--- config.mk ---
export PLATFORM = sky130hd
export DESIGN_NAME = tempo_following_clock_generator
export DESIGN_NICKNAME = d
export VERILOG_FILES = /design/src/sv/tfcg_pkg.sv /design/src/sv/tempo_following_clock_generator.sv
export SDC_FILE = /design/constraint.sdc
export NUM_CORES = 1
export LEC_CHECK = 0
export ABC_AREA = 1
export ABC_CLOCK_PERIOD_IN_PS = 14100
export BUFFER_PORTS_ARGS = -buffer_cell sky130_fd_sc_hd__buf_2
export CAP_MARGIN = 20
export CORE_ASPECT_RATIO = 1.5
export CORE_MARGIN = 3
export CORE_UTILIZATION = 55
export CTS_CLUSTER_SIZE = 16
export DETAILED_ROUTE_END_ITERATION = 12
export PLACE_DENSITY = 0.81
export SYNTH_ARGS = -nofsm -noshare
export SYNTH_HDL_FRONTEND = slang
export SYNTH_SLANG_ARGS = --single-unit
--- constraint.sdc ---
create_clock -name clk -period 14.1 [get_ports clk]
set_input_delay 2.82 -clock clk [delete_from_list [all_inputs] [get_ports clk]]
set_output_delay 2.82 -clock clk [all_outputs]
set_load 0.03 [all_outputs]
--- src/sv/tfcg_pkg.sv ---
// shared constants for the tempo-following clock generator
package tfcg_pkg;

	localparam int OP_W  = 3;
	localparam int SB_W  = 8;
	localparam int LEN_W = 4;
	localparam int BP_W  = 32;
	localparam int IV_W  = 38;
	localparam int MIN_W = 16;
	localparam int CFG_IDX_W  = 1;
	localparam int CFG_DATA_W = 16;

	localparam logic [OP_W-1:0] OP_SEND       = 3'd0;
	localparam logic [OP_W-1:0] OP_BEAT_SCHED = 3'd1;
	localparam logic [OP_W-1:0] OP_BEAT_FIRED = 3'd2;
	localparam logic [OP_W-1:0] OP_TICK       = 3'd3;
	localparam logic [OP_W-1:0] OP_RESET      = 3'd4;

	localparam logic [CFG_IDX_W-1:0] REG_LINK_READY   = 1'd0;
	localparam logic [CFG_IDX_W-1:0] REG_MIN_INTERVAL = 1'd1;

	localparam logic [SB_W-1:0] SB_START    = 8'hFA;
	localparam logic [SB_W-1:0] SB_CONTINUE = 8'hFB;
	localparam logic [SB_W-1:0] SB_STOP     = 8'hFC;
	localparam logic [SB_W-1:0] SB_CLOCK    = 8'hF8;

	localparam int MAX_MSG_LEN         = 8;
	localparam int PULSES_PER_QUARTER  = 24;
	localparam int MIN_INTERVAL_RESET  = 500;
	localparam int US_PER_MS           = 1000;
	localparam int US_PER_MS_W         = 10;

endpackage

--- src/sv/tempo_following_clock_generator.sv ---
// top level: 24-per-quarter clock pulse generator that follows the beat tempo
// the result of an accepted request is registered and held in an output register
// throughput: one request per cycle unless the output is held; a beat-fired request stalls
// after each tempo change while the interval period*1000/pulses is worked out
// the division runs as three 14-bit digit steps, each a reciprocal multiply by the constant
// arst_n clears running, tempo history, timer and output valid; min interval resets to 500
module tempo_following_clock_generator #(
	parameter int PULSES_PER_QUARTER = tfcg_pkg::PULSES_PER_QUARTER
) (
	input  logic                             clk,
	input  logic                             arst_n,
	input  logic                             cfg_we,
	input  logic [tfcg_pkg::CFG_IDX_W-1:0]   cfg_index,
	input  logic [tfcg_pkg::CFG_DATA_W-1:0]  cfg_data,
	input  logic                             in_valid,
	output logic                             in_ready,
	input  logic [tfcg_pkg::OP_W-1:0]        op,
	input  logic [tfcg_pkg::SB_W-1:0]        status_byte,
	input  logic [tfcg_pkg::LEN_W-1:0]       msg_length,
	input  logic [tfcg_pkg::BP_W-1:0]        time_ms,
	output logic                             out_valid,
	input  logic                             out_ready,
	output logic                             send_status,
	output logic                             clock_pulse,
	output logic                             running,
	output logic [tfcg_pkg::BP_W-1:0]        tempo_period_ms,
	output logic [tfcg_pkg::IV_W-1:0]        pulse_interval_us
);

	localparam int BP_W   = tfcg_pkg::BP_W;
	localparam int IV_W   = tfcg_pkg::IV_W;
	localparam int NUM_W  = BP_W + tfcg_pkg::US_PER_MS_W;
	localparam int DIG_W  = 14;
	localparam int STEPS  = NUM_W / DIG_W;
	localparam int STEP_W = $clog2(STEPS);
	localparam int REM_W  = $clog2(PULSES_PER_QUARTER + 1);
	localparam int X_W    = REM_W + DIG_W;
	localparam int SHIFT  = X_W + $clog2(PULSES_PER_QUARTER);
	localparam int RCP_W  = X_W + 1;
	localparam int PROD_W = X_W + RCP_W;
	localparam logic [RCP_W-1:0] RCP = RCP_W'(((longint'(1) << SHIFT)
		+ longint'(PULSES_PER_QUARTER) - 1) / longint'(PULSES_PER_QUARTER));
	localparam logic [NUM_W-1:0] IV_MAX = NUM_W'({IV_W{1'b1}});

	// configuration
	logic                       link_ready_q;
	logic [tfcg_pkg::MIN_W-1:0] min_interval_q;

	// clock state
	logic            run_q, run_d;
	logic [BP_W-1:0] last_target_q, last_target_d;
	logic [BP_W-1:0] beat_period_q, beat_period_d;
	logic            armed_q, armed_d;
	logic [IV_W-1:0] interval_q, interval_d;
	logic [IV_W-1:0] elapsed_q, elapsed_d;
	logic            bp_wr;
	logic            status_d, pulse_d;

	// interval divider
	logic              div_busy_q;
	logic [NUM_W-1:0]  div_num_q;
	logic [REM_W-1:0]  div_rem_q;
	logic [STEP_W-1:0] div_step_q;
	logic [X_W-1:0]    div_x;
	logic [PROD_W-1:0] div_prod;
	logic [DIG_W-1:0]  div_qd;
	logic [X_W-1:0]    div_back;
	logic [REM_W-1:0]  div_rem_n;
	logic [NUM_W-1:0]  iv_clamp;

	logic            out_valid_q;
	logic            accept;
	logic [IV_W-1:0] elapsed_inc;

	assign in_ready = (!out_valid_q || out_ready)
		&& !(div_busy_q && op == tfcg_pkg::OP_BEAT_FIRED);
	assign accept   = in_valid && in_ready;
	assign out_valid = out_valid_q;

	assign elapsed_inc = elapsed_q + IV_W'(1);

	// one digit of the long division: remainder and next digit over the constant divisor
	assign div_x     = {div_rem_q, div_num_q[NUM_W-1 -: DIG_W]};
	assign div_prod  = PROD_W'(div_x) * PROD_W'(RCP);
	assign div_qd    = div_prod[SHIFT +: DIG_W];
	assign div_back  = X_W'(div_qd) * X_W'(PULSES_PER_QUARTER);
	assign div_rem_n = REM_W'(div_x - div_back);

	// clamp the quotient to the minimum, saturate at the timer width, never zero
	always_comb begin
		iv_clamp = div_num_q;
		if (iv_clamp < NUM_W'(min_interval_q))
			iv_clamp = NUM_W'(min_interval_q);
		if (iv_clamp > IV_MAX)
			iv_clamp = IV_MAX;
		if (iv_clamp == '0)
			iv_clamp = NUM_W'(1);
	end

	always_comb begin
		run_d         = run_q;
		last_target_d = last_target_q;
		beat_period_d = beat_period_q;
		armed_d       = armed_q;
		interval_d    = interval_q;
		elapsed_d     = elapsed_q;
		bp_wr         = 1'b0;
		status_d      = 1'b0;
		pulse_d       = 1'b0;
		unique case (op)
			tfcg_pkg::OP_SEND: begin
				if (!link_ready_q || msg_length == '0
						|| msg_length > tfcg_pkg::LEN_W'(tfcg_pkg::MAX_MSG_LEN)) begin
					status_d = 1'b1;
				end else if (msg_length == tfcg_pkg::LEN_W'(1)) begin
					if (status_byte == tfcg_pkg::SB_START
							|| status_byte == tfcg_pkg::SB_CONTINUE) begin
						run_d         = 1'b1;
						last_target_d = '0;
						beat_period_d = '0;
						bp_wr         = 1'b1;
					end else if (status_byte == tfcg_pkg::SB_STOP) begin
						run_d         = 1'b0;
						last_target_d = '0;
						beat_period_d = '0;
						armed_d       = 1'b0;
						interval_d    = '0;
						elapsed_d     = '0;
						bp_wr         = 1'b1;
					end
				end
			end
			tfcg_pkg::OP_BEAT_SCHED: begin
				if (run_q) begin
					if (last_target_q != '0 && time_ms > last_target_q) begin
						beat_period_d = time_ms - last_target_q;
						bp_wr         = 1'b1;
					end
					last_target_d = time_ms;
				end
			end
			tfcg_pkg::OP_BEAT_FIRED: begin
				if (run_q && beat_period_q != '0 && link_ready_q) begin
					interval_d = iv_clamp[IV_W-1:0];
					elapsed_d  = '0;
					armed_d    = 1'b1;
				end
			end
			tfcg_pkg::OP_TICK: begin
				if (armed_q) begin
					if (elapsed_inc >= interval_q) begin
						elapsed_d = '0;
						pulse_d   = link_ready_q;
					end else begin
						elapsed_d = elapsed_inc;
					end
				end
			end
			tfcg_pkg::OP_RESET: begin
				run_d         = 1'b0;
				last_target_d = '0;
				beat_period_d = '0;
				armed_d       = 1'b0;
				interval_d    = '0;
				elapsed_d     = '0;
				bp_wr         = 1'b1;
			end
			default: begin
			end
		endcase
	end

	always_ff @(posedge clk or negedge arst_n) begin
		if (!arst_n) begin
			link_ready_q   <= 1'b0;
			min_interval_q <= tfcg_pkg::MIN_W'(tfcg_pkg::MIN_INTERVAL_RESET);
		end else if (cfg_we) begin
			unique case (cfg_index)
				tfcg_pkg::REG_LINK_READY:   link_ready_q   <= cfg_data[0];
				tfcg_pkg::REG_MIN_INTERVAL: min_interval_q <= cfg_data[tfcg_pkg::MIN_W-1:0];
				default: begin
				end
			endcase
		end
	end

	always_ff @(posedge clk or negedge arst_n) begin
		if (!arst_n) begin
			run_q         <= 1'b0;
			last_target_q <= '0;
			beat_period_q <= '0;
			armed_q       <= 1'b0;
			interval_q    <= '0;
			elapsed_q     <= '0;
		end else if (accept) begin
			run_q         <= run_d;
			last_target_q <= last_target_d;
			beat_period_q <= beat_period_d;
			armed_q       <= armed_d;
			interval_q    <= interval_d;
			elapsed_q     <= elapsed_d;
		end
	end

	// restart the divider on every period update, quotient digits shift in behind the numerator
	always_ff @(posedge clk or negedge arst_n) begin
		if (!arst_n) begin
			div_busy_q <= 1'b0;
			div_step_q <= '0;
		end else if (accept && bp_wr) begin
			div_busy_q <= beat_period_d != '0;
			div_step_q <= STEP_W'(STEPS - 1);
		end else if (div_busy_q) begin
			if (div_step_q == '0)
				div_busy_q <= 1'b0;
			div_step_q <= div_step_q - STEP_W'(1);
		end
	end

	always_ff @(posedge clk) begin
		if (accept && bp_wr) begin
			div_num_q <= NUM_W'(beat_period_d) * NUM_W'(tfcg_pkg::US_PER_MS);
			div_rem_q <= '0;
		end else if (div_busy_q) begin
			div_num_q <= {div_num_q[NUM_W-DIG_W-1:0], div_qd};
			div_rem_q <= div_rem_n;
		end
	end

	always_ff @(posedge clk or negedge arst_n) begin
		if (!arst_n) begin
			out_valid_q <= 1'b0;
		end else if (accept) begin
			out_valid_q <= 1'b1;
		end else if (out_ready) begin
			out_valid_q <= 1'b0;
		end
	end

	always_ff @(posedge clk) begin
		if (accept) begin
			send_status       <= status_d;
			clock_pulse       <= pulse_d;
			running           <= run_d;
			tempo_period_ms   <= beat_period_d;
			pulse_interval_us <= armed_d ? interval_d : '0;
		end
	end

endmodule
======== Yosys cells after proc, flatten, opt, wreduce, memory -nomap -nowiden ========
Cells that the tools add are included.
word-level totals
  bits in registers ....................... 283
  output and inout bits ................... 75
  logic and storage cells ................. 136
operators by class
  add/sub/neg operators ................... 4
  multipliers ............................. 3
  magnitude comparators ................... 5
  equality and inequality tests ........... 16
  mux-type cells .......................... 58
  bitwise operators ....................... 1
  reduce and logical (&&, ||, !) cells .... 30
operator list
  operator                  count
  $mux W38                  13
  $mux W32                  11
  $pmux W32 S3              2
  $mux W42                  4
  $pmux W38 S4              1
  $pmux W38 S3              1
  $reduce_bool A32 Y1       3
  $gt A42 B38 Y1 const B    1
  $logic_not A42 Y1         1
  $lt A42 B16 Y1            1
  $mul A32 B7 Y39 const B   1
  $add A38 B1 Y38 const B   1
  $ge A38 B38 Y1            1
  $mul A19 B20 Y38 const B  1
  $gt A32 B32 Y1            1
  $sub A32 B32 Y32          1
  $eq A8 B8 Y1 const B      3
  $mux W1                   21
  $mul A14 B2 Y2 const B    1
  $ne A2 B2 Y1 const B      6
  $reduce_and A8 Y1         1
  $logic_and A1 B1 Y1       7
  $eq A3 B2 Y1 const B      2
  $pmux W1 S3               2
  other kinds (22)          30

======== Logic depth before layout (Yosys ltp) ========
Gate-level depths: netlist (run 1).
  depth after elaboration ................. 8
  mapped depth ............................ 40

======== Least setup slack after synthesis (run 1) ========
OpenSTA, ideal clock, no wires.
  kind .................................... input-to-reg
  start point ............................. input port time_ms[0] (netlist name)
  end point ............................... register div_num_q[34] (data pin)
  setup time .............................. 264 ps
  data arrival time ....................... 8878 ps
  data required time ...................... 13836 ps
  slack ................................... 4958 ps
  cell stages on the path ................. 36
  buffers on the path ..................... 1
  cells stage by stage .................... inv_1 > ha_1 > fa_1 > o21ai_2 > nand2_1 > nand2_2 > nand3_2 > nand2_2 > nand2_2 > nand2_2 > nand3_4 > buf_6 > inv_4 > o21ai_0 > a21o_1 > o21ai_0 > inv_1 > fa_1 > inv_1 > fa_1 > inv_1 > fa_1 > fa_1 > inv_1 > ha_1 > a21oi_1 > nand2_1 > a21oi_1 > o21ai_0 > nand3_1 > nand3_1 > nand2_1 > nand2_1 > or2_2 > nand3_1 > o21ai_0
on the way
  longest elaborated chain between the ends .. 7
  elaborated cells on any way between the ends .. 12
  those cells by class .................... add/sub: 1; mul: 1; order compare: 1; mux: 7; reduce/logical: 2
ends and longest elaborated chain
  element               RTL line                                text
  from (decl)           tempo_following_clock_generator.sv:20   input logic [tfcg_pkg::BP_W-1:0] time_ms,
  $gt A32 B32 Y1        tempo_following_clock_generator.sv:135  if (last_target_q != '0 && time_ms > last_target_q) begin
  $logic_and A1 B1 Y1   tempo_following_clock_generator.sv:135
  $mux W32 *            tempo_following_clock_generator.sv:135
  $mux W32 *            tempo_following_clock_generator.sv:134  if (run_q) begin
  $pmux W32 S3 *        tempo_following_clock_generator.sv:110  unique case (op)
  via beat_period_d[2]  tempo_following_clock_generator.sv:52   logic [BP_W-1:0] beat_period_q, beat_period_d;
  $mul A32 B7 Y39 *     tempo_following_clock_generator.sv:222  div_num_q <= NUM_W'(beat_period_d) * NUM_W'(tfcg_pkg::US_PER_MS);
  $mux W42 *            tempo_following_clock_generator.sv:221  if (accept && bp_wr) begin
  to (signal assigned)  tempo_following_clock_generator.sv:222
  to (signal assigned)  tempo_following_clock_generator.sv:225  div_num_q <= {div_num_q[NUM_W-DIG_W-1:0], div_qd};
  to (decl)             tempo_following_clock_generator.sv:61   logic [NUM_W-1:0] div_num_q;
Mark *: on every way through the listed nets, which the timed path passes. The rest lies on a longest branch.
A chain may end at the register's enable or synchronous reset.

======== Final worst setup path (run 1) ========
Ends and elaborated chain as after synthesis.

==> results of run 1 <==
## metrics by stage
stage                     util (%)  hold slack, ns  cells  cell area [um2]
final                         61.3           0.484   4137            30100
after global routing          61.3           0.513   4137            30100
after CTS                     61.3           0.487   4137            30100
after detailed placement      58.9           0.470   4079            29000
after floorplan                  -           0.444   3333            27600
after global placement        58.9           0.468   4079            29000
## synthesized netlist by cell type, types with 57 or more instances
cell | count | area [um2]
inv_1 | 656 | 2460
nand2_1 | 564 | 2120
ha_1 | 315 | 3940
o21ai_0 | 268 | 1340
nor2_1 | 212 | 796
fa_1 | 206 | 4120
a21oi_1 | 194 | 971
dfrtp_1 | 157 | 3930
nand3_1 | 117 | 586
edfxtp_1 | 112 | 3360
xor2_1 | 66 | 578
nand4_1 | 57 | 357
## cells by family after synthesis
| logic type | Yosys count | share of synthesized area (%) |
|---|---|---|
| AO/OA/AOI/OAI | 628 | 13.0 |
| buffers and inverters | 742 | 10.3 |
| AND/OR/NAND/NOR | 1057 | 16.7 |
| adder cells (fa/ha/maj) | 521 | 29.2 |
| XOR/XNOR | 102 | 3.24 |
| flip-flops | 283 | 27.6 |
## cell type report
class / instances / area share (%)
multi-input combinational: 2308 / 56.9
sequential: 283 / 25.3
inverter: 671 / 8.40
timing repair buffer: 161 / 2.85
tap: 656 / 2.72
clock buffer: 33 / 2.70
clock inverter: 25 / 1.14
## tightest hold or removal path, cell delays in order, from the launching register on
cell and delay [ns]:
dfxtp_1 0.33, a22oi_1 0.08, inv_1 0.05
## registers in the layout (all words and copies together), names as in the netlist
| name | flops |
|---|---|
| armed_q | 1 |
| beat_period_q | 32 |
| clock_pulse | 1 |
| div_busy_q | 1 |
| div_num_q | 42 |
| div_rem_q | 5 |
| div_step_q | 2 |
| elapsed_q | 38 |
| interval_q | 38 |
| last_target_q | 32 |
| link_ready_q | 1 |
| min_interval_q | 16 |
| out_valid | 1 |
| pulse_interval_us | 38 |
| run_q | 1 |
| running | 1 |
| send_status | 1 |
| tempo_period_ms | 32 |
## worst paths after layout
path | startpoint | end | slack, ns | cells after the start
setup / recovery | time_ms[0] | div_num_q[34]$_DFFE_PP_ | 4.12 | 34
hold / removal | div_num_q[0]$_SDFFE_PP0P_ | div_num_q[0]$_SDFFE_PP0P_ | 0.48 | 2
setup reg to reg | last_target_q[0]$_DFFE_PN0P_ | div_num_q[34]$_DFFE_PP_ | 6.11 | 32
hold reg to reg | div_num_q[0]$_SDFFE_PP0P_ | div_num_q[0]$_SDFFE_PP0P_ | 0.48 | 2
max in group asynchronous | arst_n | last_target_q[11]$_DFFE_PN0P_ | 10.31 | 2
min in group asynchronous | arst_n | elapsed_q[30]$_DFFE_PN0P_ | 2.34 | 1
## per-layer routing
metal  track usage [%]  routed length (um)
met3              3.14                3980
met2              52.9               39300
met4              21.3                6790
met5                 0                  50
met1              31.8               27100
==> impl_metrics.toml, run 1 <==
[cts]
cts_buffer_depth = 3
clock_latency_ns = 0.60
cts.reportedPaths.clkPinSlew_ns = 0.07
cts_sinks = 283
cts_setup_buffers = 0
cts_resized = 0
cts_buffers = 31
htree_levels = 1
ctsHoldBuffers = 0
cts-root-buf = "clkbuf_16"
cts_tree = "built"

[cells_and_area]
fill_cells = 4233
area_growth_pct = 9.17
layout-drive-gt1-share_pct = 8.76
final_common_cell = "inv_1"
final_nets = 4046
seqCellArea_mm2 = 0.00761
multi_input_area_mm2 = 0.0171
layout_common_cells = "655 x inv_1, 564 x nand2_1, 315 x ha_1"
n_antenna_cell = 0

[placement]
dpl_worst_slack_ns = 3.50
numPortBuffers = 143
routabilityCongestion = 0.970
hpwl_mm = 62.3

[logic_synthesis]
synth_edf_count = 112
ys_ff_latch = 283
yosys_warnings = 0
yosys.cell_types.count = 66
syn_area_mm2 = 0.0276
synthFlopType = "dfrtp_1"
yosysSeqAreaShare_pct = 27.6
synthCells = 3333
synthesis.nets = 3923
syn_area_per_cell_um2 = 8.28
async_reset_ff_share_pct = 57.6

[drt]
postRouteAntennaNets = 0
drt-initial-drc-count = 1582
wl_per_cell_um = 18.7
first_pass_iters = 5
drc = 0
vias_per_cell = 5.66
routed_wl_mm = 77.3
num_vias = 23400

[worst_setup_path]
critPathSlowestCell = "o21ai_0"
slowest_delay_ns = 0.80
crit_family = "adder cells"
worst-path-buf-inv = 6
worst-setup-path-type = "in -> reg"
start_kind = "primary input"
crit_fanout = 20
endpoint_kind = "register"
cp_data_required_time_ns = 14.41
crit_arrival_ns = 10.29

[die]
start_util_pct = 56.1
rows = 99
pin_count = 144
chipWidth_um = 189
core-area_mm2 = 0.0492
die_h_um = 280
dieArea_mm2 = 0.0530

[sta]
finalSetupTns_ns = 0
layout_min_cycle_time_ns = 9.98
fin_crit_sh_pct = 70.7
grt_setup_unrepaired = "false"
worst_pin_slew_ns = 1.09
layout_setup_ws_ns = 4.12
setup_viol = 0
maxSlewHeadroom_pct = 26.6
hold_viol = 0
finClkSkew_ns = 0.0230
final_max_slew_viol_count = 0
fmax_ghz = 0.100

[global_route]
grt_max_degree = 103
grt_usage_pct = 29.3
grt_overflow = 0
grt_pass1_vias = 24000
grt_pass1_wl_mm = 123
antenna_found_initial = 3

[hold_path]
hold_class = "reg -> reg"

[run_status]
status = "finished clean"

[run]
maxCapViolCount = 0
Power of run 1 is not shown: default switching activity piles up to over one toggle a cycle in this logic, so the estimate is an artifact.
==> run 2, diff against run 1 <==
- ABC_CLOCK_PERIOD_IN_PS: 14100 -> 8500
- PLACE_DENSITY: 0.81 -> 0.84
- clock period: 14.1 -> 8.5 ns (I/O delays scaled with it)
==> run 2 against run 1 <==
Net effect:
- utilization increased by 0.75 points
- clock-buffer cell count up 5
- via count up 0.64%
- highest routed layer is now met4
- clock skew rose by 0.021 ns
- largest cell class unchanged
- non-clock buffer count up 47
- register-to-register slack got worse by 4.8 ns
==> impl_metrics.toml, run 2 (synthesis gave the netlist of run 1 again) <==
[sta]
grt_setup_unrepaired = "false"
maxSlewHeadroom_pct = 30.9
layout_min_cycle_time_ns = 8.02
layout_setup_ws_ns = 0.478
worst_pin_slew_ns = 1.04
fin_crit_sh_pct = 94.4
hold_viol = 0
finClkSkew_ns = 0.0439
fmax_ghz = 0.125
finalSetupTns_ns = 0
setup_viol = 0
final_max_slew_viol_count = 0

[run]
maxCapViolCount = 0

[die]
dieArea_mm2 = 0.0530
chipWidth_um = 189
core-area_mm2 = 0.0492
die_h_um = 280
pin_count = 144
start_util_pct = 56.1
rows = 99

[placement]
dpl_worst_slack_ns = -0.106
routabilityCongestion = 0.950
place_inst = 4126
hpwl_mm = 63.0
numPortBuffers = 143
placed_area_mm2 = 0.0293

[cts]
cts.reportedPaths.clkPinSlew_ns = 0.06
cts_buffer_depth = 3
htree_levels = 2
cts_resized = 0
cts_sinks = 283
ctsHoldBuffers = 0
cts_buffers = 34
cts-root-buf = "clkbuf_16"
cts_tree = "built"
clock_latency_ns = 0.59
cts_setup_buffers = 0

[worst_setup_path]
slowest_delay_ns = 0.62
worst-setup-path-type = "in -> reg"
crit_fanout = 12
start_kind = "primary input"
critPathSlowestCell = "fa_1"
cp_data_required_time_ns = 8.76
path_common_cell = "fa_1"
crit_arrival_ns = 8.29
endpoint_kind = "register"

[cells_and_area]
top_register = "div_num_q"
design_area_mm2 = 0.0305
n_antenna_cell = 0
final_common_cell = "inv_1"
final_nets = 4096
layout_common_cells = "655 x inv_1, 564 x nand2_1, 315 x ha_1"
layout-drive-gt1-share_pct = 9.88
final_cells = 4188
largest_reg_flops = 42
area_growth_pct = 10.5

[drt]
num_vias = 23600
drc = 0
wl_per_cell_um = 18.5
drt-initial-drc-count = 1704
first_pass_iters = 7
routed_wl_mm = 77.6
postRouteAntennaNets = 0
vias_per_cell = 5.63

[hold_path]
hold_class = "reg -> reg"

[global_route]
grt_pass1_vias = 24200
antenna_found_initial = 0
grt_overflow = 0
grt_usage_pct = 29.5
grt_max_degree = 99
grt_pass1_wl_mm = 123

[run_status]
status = "finished clean"
==> run 2: changes by cell type in the layout (fill, tap and decap cells not counted), sizes merged <==
cell,previous run,this run
buf,161,208
clkinvlp,3,6
inv,679,672
clkbuf,33,38
clkinv,8,15
bufinv,6,2
==> run 2: per-layer routing <==
| metal | vias up | GRT usage [%] | wire length, um | share of wire, % |
|---|---|---|---|---|
| met2 | 866 | 54.0 | 40300 | 52 |
| met5 | - | 0 | 0 | 0 |
| met4 | 0 | 19.6 | 6170 | 8.0 |
| li1 | 11200 | - | - | - |
| met3 | 324 | 3.77 | 3950 | 5.1 |
| met1 | 11200 | 31.6 | 27200 | 35 |
==> run 2: final timing paths <==
check / from / end / slack (ns) / depth (start not counted)
worst max-delay path: time_ms[0] / div_num_q[37]$_DFFE_PP_ / 0.48 / 34
worst min-delay path: interval_q[6]$_DFFE_PN0P_ / interval_q[6]$_DFFE_PN0P_ / 0.49 / 2
worst max register to register: last_target_q[6]$_DFFE_PN0P_ / div_num_q[37]$_DFFE_PP_ / 1.32 / 32
worst min register to register: interval_q[6]$_DFFE_PN0P_ / interval_q[6]$_DFFE_PN0P_ / 0.49 / 2
max in group asynchronous: arst_n / div_step_q[0]$_DFFE_PN0P_ / 5.77 / 2
min in group asynchronous: arst_n / elapsed_q[28]$_DFFE_PN0P_ / 1.14 / 1
==> run 2: stage by stage <==
stage	util, %	hold WS [ns]
finish	62.0	0.488
detailed placement	59.7	0.474
global placement	59.7	0.465
CTS	62.0	0.490
global route	62.0	0.534
floorplan	-	0.444
==> run 2: final cells by class <==
cell class / instances / area, um2
clock buffers: 38 / 897
inverters: 671 / 2530
fillers: 4218 / 18700
clock inverters: 24 / 234
repair buffers: 208 / 1230
flip-flops and latches: 283 / 7610
multi-input cells: 2308 / 17200
well taps: 656 / 821
==> run 2: worst max-delay path: cells and delay by family <==
family                     cells  cell delay, ns
AOI/OAI and AO/OA              7            1.17
adders and majority gates      7            3.08
buffers and inverters          7            0.89
and+or+nand+nor               13            1.45
Power of run 2 is left out for the same reason.
==> run 3, diff against run 2 <==
- ABC_AREA: 1 -> unset
==> run 3 against run 2 <==
Net effect:
- critical endpoint is now div_num_q[41]$_DFFE_PP_
- hold slack improved by 0.023 ns
- critical path type unchanged
- clock-buffer cell count fell by 1
- synthesized area fell by 5.2%
- maximum frequency fell by 0.78%
==> impl_metrics.toml, run 3 <==
[run_status]
status = "finished clean"

[cts]
cts_sinks = 283
cts.reportedPaths.clkPinSlew_ns = 0.06
htree_levels = 1
cts_tree = "built"
cts-root-buf = "clkbuf_16"
cts_buffers = 31
ctsHoldBuffers = 0
cts_buffer_depth = 3
clock_latency_ns = 0.61

[die]
die_h_um = 273
core-area_mm2 = 0.0468
rows = 97
chipWidth_um = 184
dieArea_mm2 = 0.0503
start_util_pct = 55.8
pin_count = 144

[cells_and_area]
largest_reg_flops = 42
layout_common_cells = "413 x inv_1, 315 x ha_1, 256 x nand2_1"
n_antenna_cell = 0
top_register = "div_num_q"
area_growth_pct = 15.0
final_nets = 3604
final_common_cell = "inv_1"
layout-drive-gt1-share_pct = 16.8

[logic_synthesis]
yosys_warnings = 0
synthFlopType = "dfrtp_1"
synth_common_cells = "413 x inv_1, 315 x ha_1, 258 x nand2_1, 206 x fa_1, 179 x o21ai_0"
synthesis.nets = 3289
synth_edf_count = 112
syn_area_mm2 = 0.0262
synth_top_area_share_pct = 15.8
async_reset_ff_share_pct = 57.6
syn_area_per_cell_um2 = 9.69
yosysTopAreaCell = "fa_1"
yosys.cell_types.count = 88
synth.most_common_cell = "inv_1"
ys_ff_latch = 283
synth_area_leaders = "fa_1 16%, ha_1 15%, dfrtp_1 15%, edfxtp_1 13%, inv_1 5.9%"
synthCells = 2699
yosysSeqAreaShare_pct = 29.1

[worst_setup_path]
critPathSlowestCell = "fa_1"
slowest_delay_ns = 0.51
start_kind = "primary input"
path_common_cell = "fa_1"
cp_data_required_time_ns = 8.84
worst-setup-path-type = "in -> reg"
endpoint_kind = "register"
crit_arrival_ns = 8.42
crit_fanout = 13

[sta]
final_max_slew_viol_count = 0
hold_viol = 0
finClkSkew_ns = 0.0285
fmax_ghz = 0.124
grt_setup_unrepaired = "false"
layout_min_cycle_time_ns = 8.09
fin_crit_sh_pct = 95.1
worst_pin_slew_ns = 1.05
fin_hold_ws_ns = 0.511
setup_viol = 0
maxSlewHeadroom_pct = 29.9

[global_route]
grt_pass1_wl_mm = 112
grt_max_degree = 86
antenna_found_initial = 0
grt_pass1_vias = 22400
grt_overflow = 0
grt_usage_pct = 27.8

[drt]
wl_per_cell_um = 19.2
drt-initial-drc-count = 1170
first_pass_iters = 5
num_vias = 21200
routed_wl_mm = 69.8
drc = 0
vias_per_cell = 5.83
postRouteAntennaNets = 0

[placement]
hpwl_mm = 56.2
numPortBuffers = 143
routabilityCongestion = 0.984

[hold_path]
hold_class = "reg -> reg"

[run]
maxCapViolCount = 0
## run 3: changes by cell type in the layout (fill, tap and decap cells not counted), sizes merged, moves of 58 or more
cell	previous run	this run
nand3	122	61
nor2	222	115
o21ai	288	183
a21oi	195	105
inv	672	419
nand2	581	258
xnor2	36	94
buf	208	365
## run 3: final timing paths
path | depth (start not counted) | end | start | slack [ns]
worst max-delay path | 32 | div_num_q[41]$_DFFE_PP_ | time_ms[0] | 0.41
worst min-delay path | 1 | elapsed_q[37]$_DFFE_PN0P_ | elapsed_q[37]$_DFFE_PN0P_ | 0.51
worst max register to register | 19 | div_num_q[13]$_DFFE_PP_ | div_num_q[32]$_DFFE_PP_ | 1.15
worst min register to register | 1 | elapsed_q[37]$_DFFE_PN0P_ | elapsed_q[37]$_DFFE_PN0P_ | 0.51
max in group asynchronous | 3 | interval_q[35]$_DFFE_PN0P_ | arst_n | 6.09
min in group asynchronous | 1 | last_target_q[1]$_DFFE_PN0P_ | arst_n | 1.13
## run 3: cells by family after synthesis
kind of cell | count (synthesis) | synth area share, %
flip-flops | 283 | 29.1
XOR/XNOR | 133 | 4.48
adder cells (fa/ha/maj) | 521 | 30.8
buffers and inverters | 500 | 7.47
multiplexers | 42 | 1.77
AO/OA/AOI/OAI | 587 | 14.8
AND/OR/NAND/NOR | 633 | 11.6
## run 3: metrics by stage
stage          std cells  utilization (%)  cell area (um2)  setup WS [ns]  TNS, ns
2_1_floorplan       2699                -            26200         0.0343        0
3_3_place_gp        3573             61.8            29000         0.0202        0
3_5_place_dp        3574             61.9            29000         -0.318    -1.24
4_1_cts             3632             64.1            30100          0.252        0
5_1_grt             3633             64.2            30100         0.0106        0
6_report            3633             64.2            30100          0.415        0
## run 3: cell type report
class | instances | area (um2)
clock inverters | 21 | 234
clock buffers | 37 | 818
flip-flops and latches | 283 | 7610
well taps | 594 | 743
inverters | 417 | 1570
fillers | 3541 | 16800
repair buffers | 365 | 2430
multi-input cells | 1916 | 16700
## run 3: routing by layer
| layer | track usage [%] | up-vias | wire (um) |
|---|---|---|---|
| met5 | 0 | - | 0 |
| met4 | 16.5 | 0 | 4800 |
| met3 | 3.17 | 232 | 2950 |
| met2 | 51.7 | 653 | 36800 |
| met1 | 30.0 | 10400 | 25300 |
| li1 | - | 9898 | - |
## run 3: timing repair
| item | CTS | global route |
|---|---|---|
| setup buffers | 0 | 0 |
| resized for setup | 0 | 3 |
| setup endpoints to repair | 0 | 4 |
## run 3: critical path: cells and delay by family
family,cells,cell delay (ns)
compound gates,16,2.87
xor+xnor,2,0.30
fa+ha+maj,7,2.63
buf+inv,6,0.72
simple gates,1,0.20
Power of run 3 is left out for the same reason.
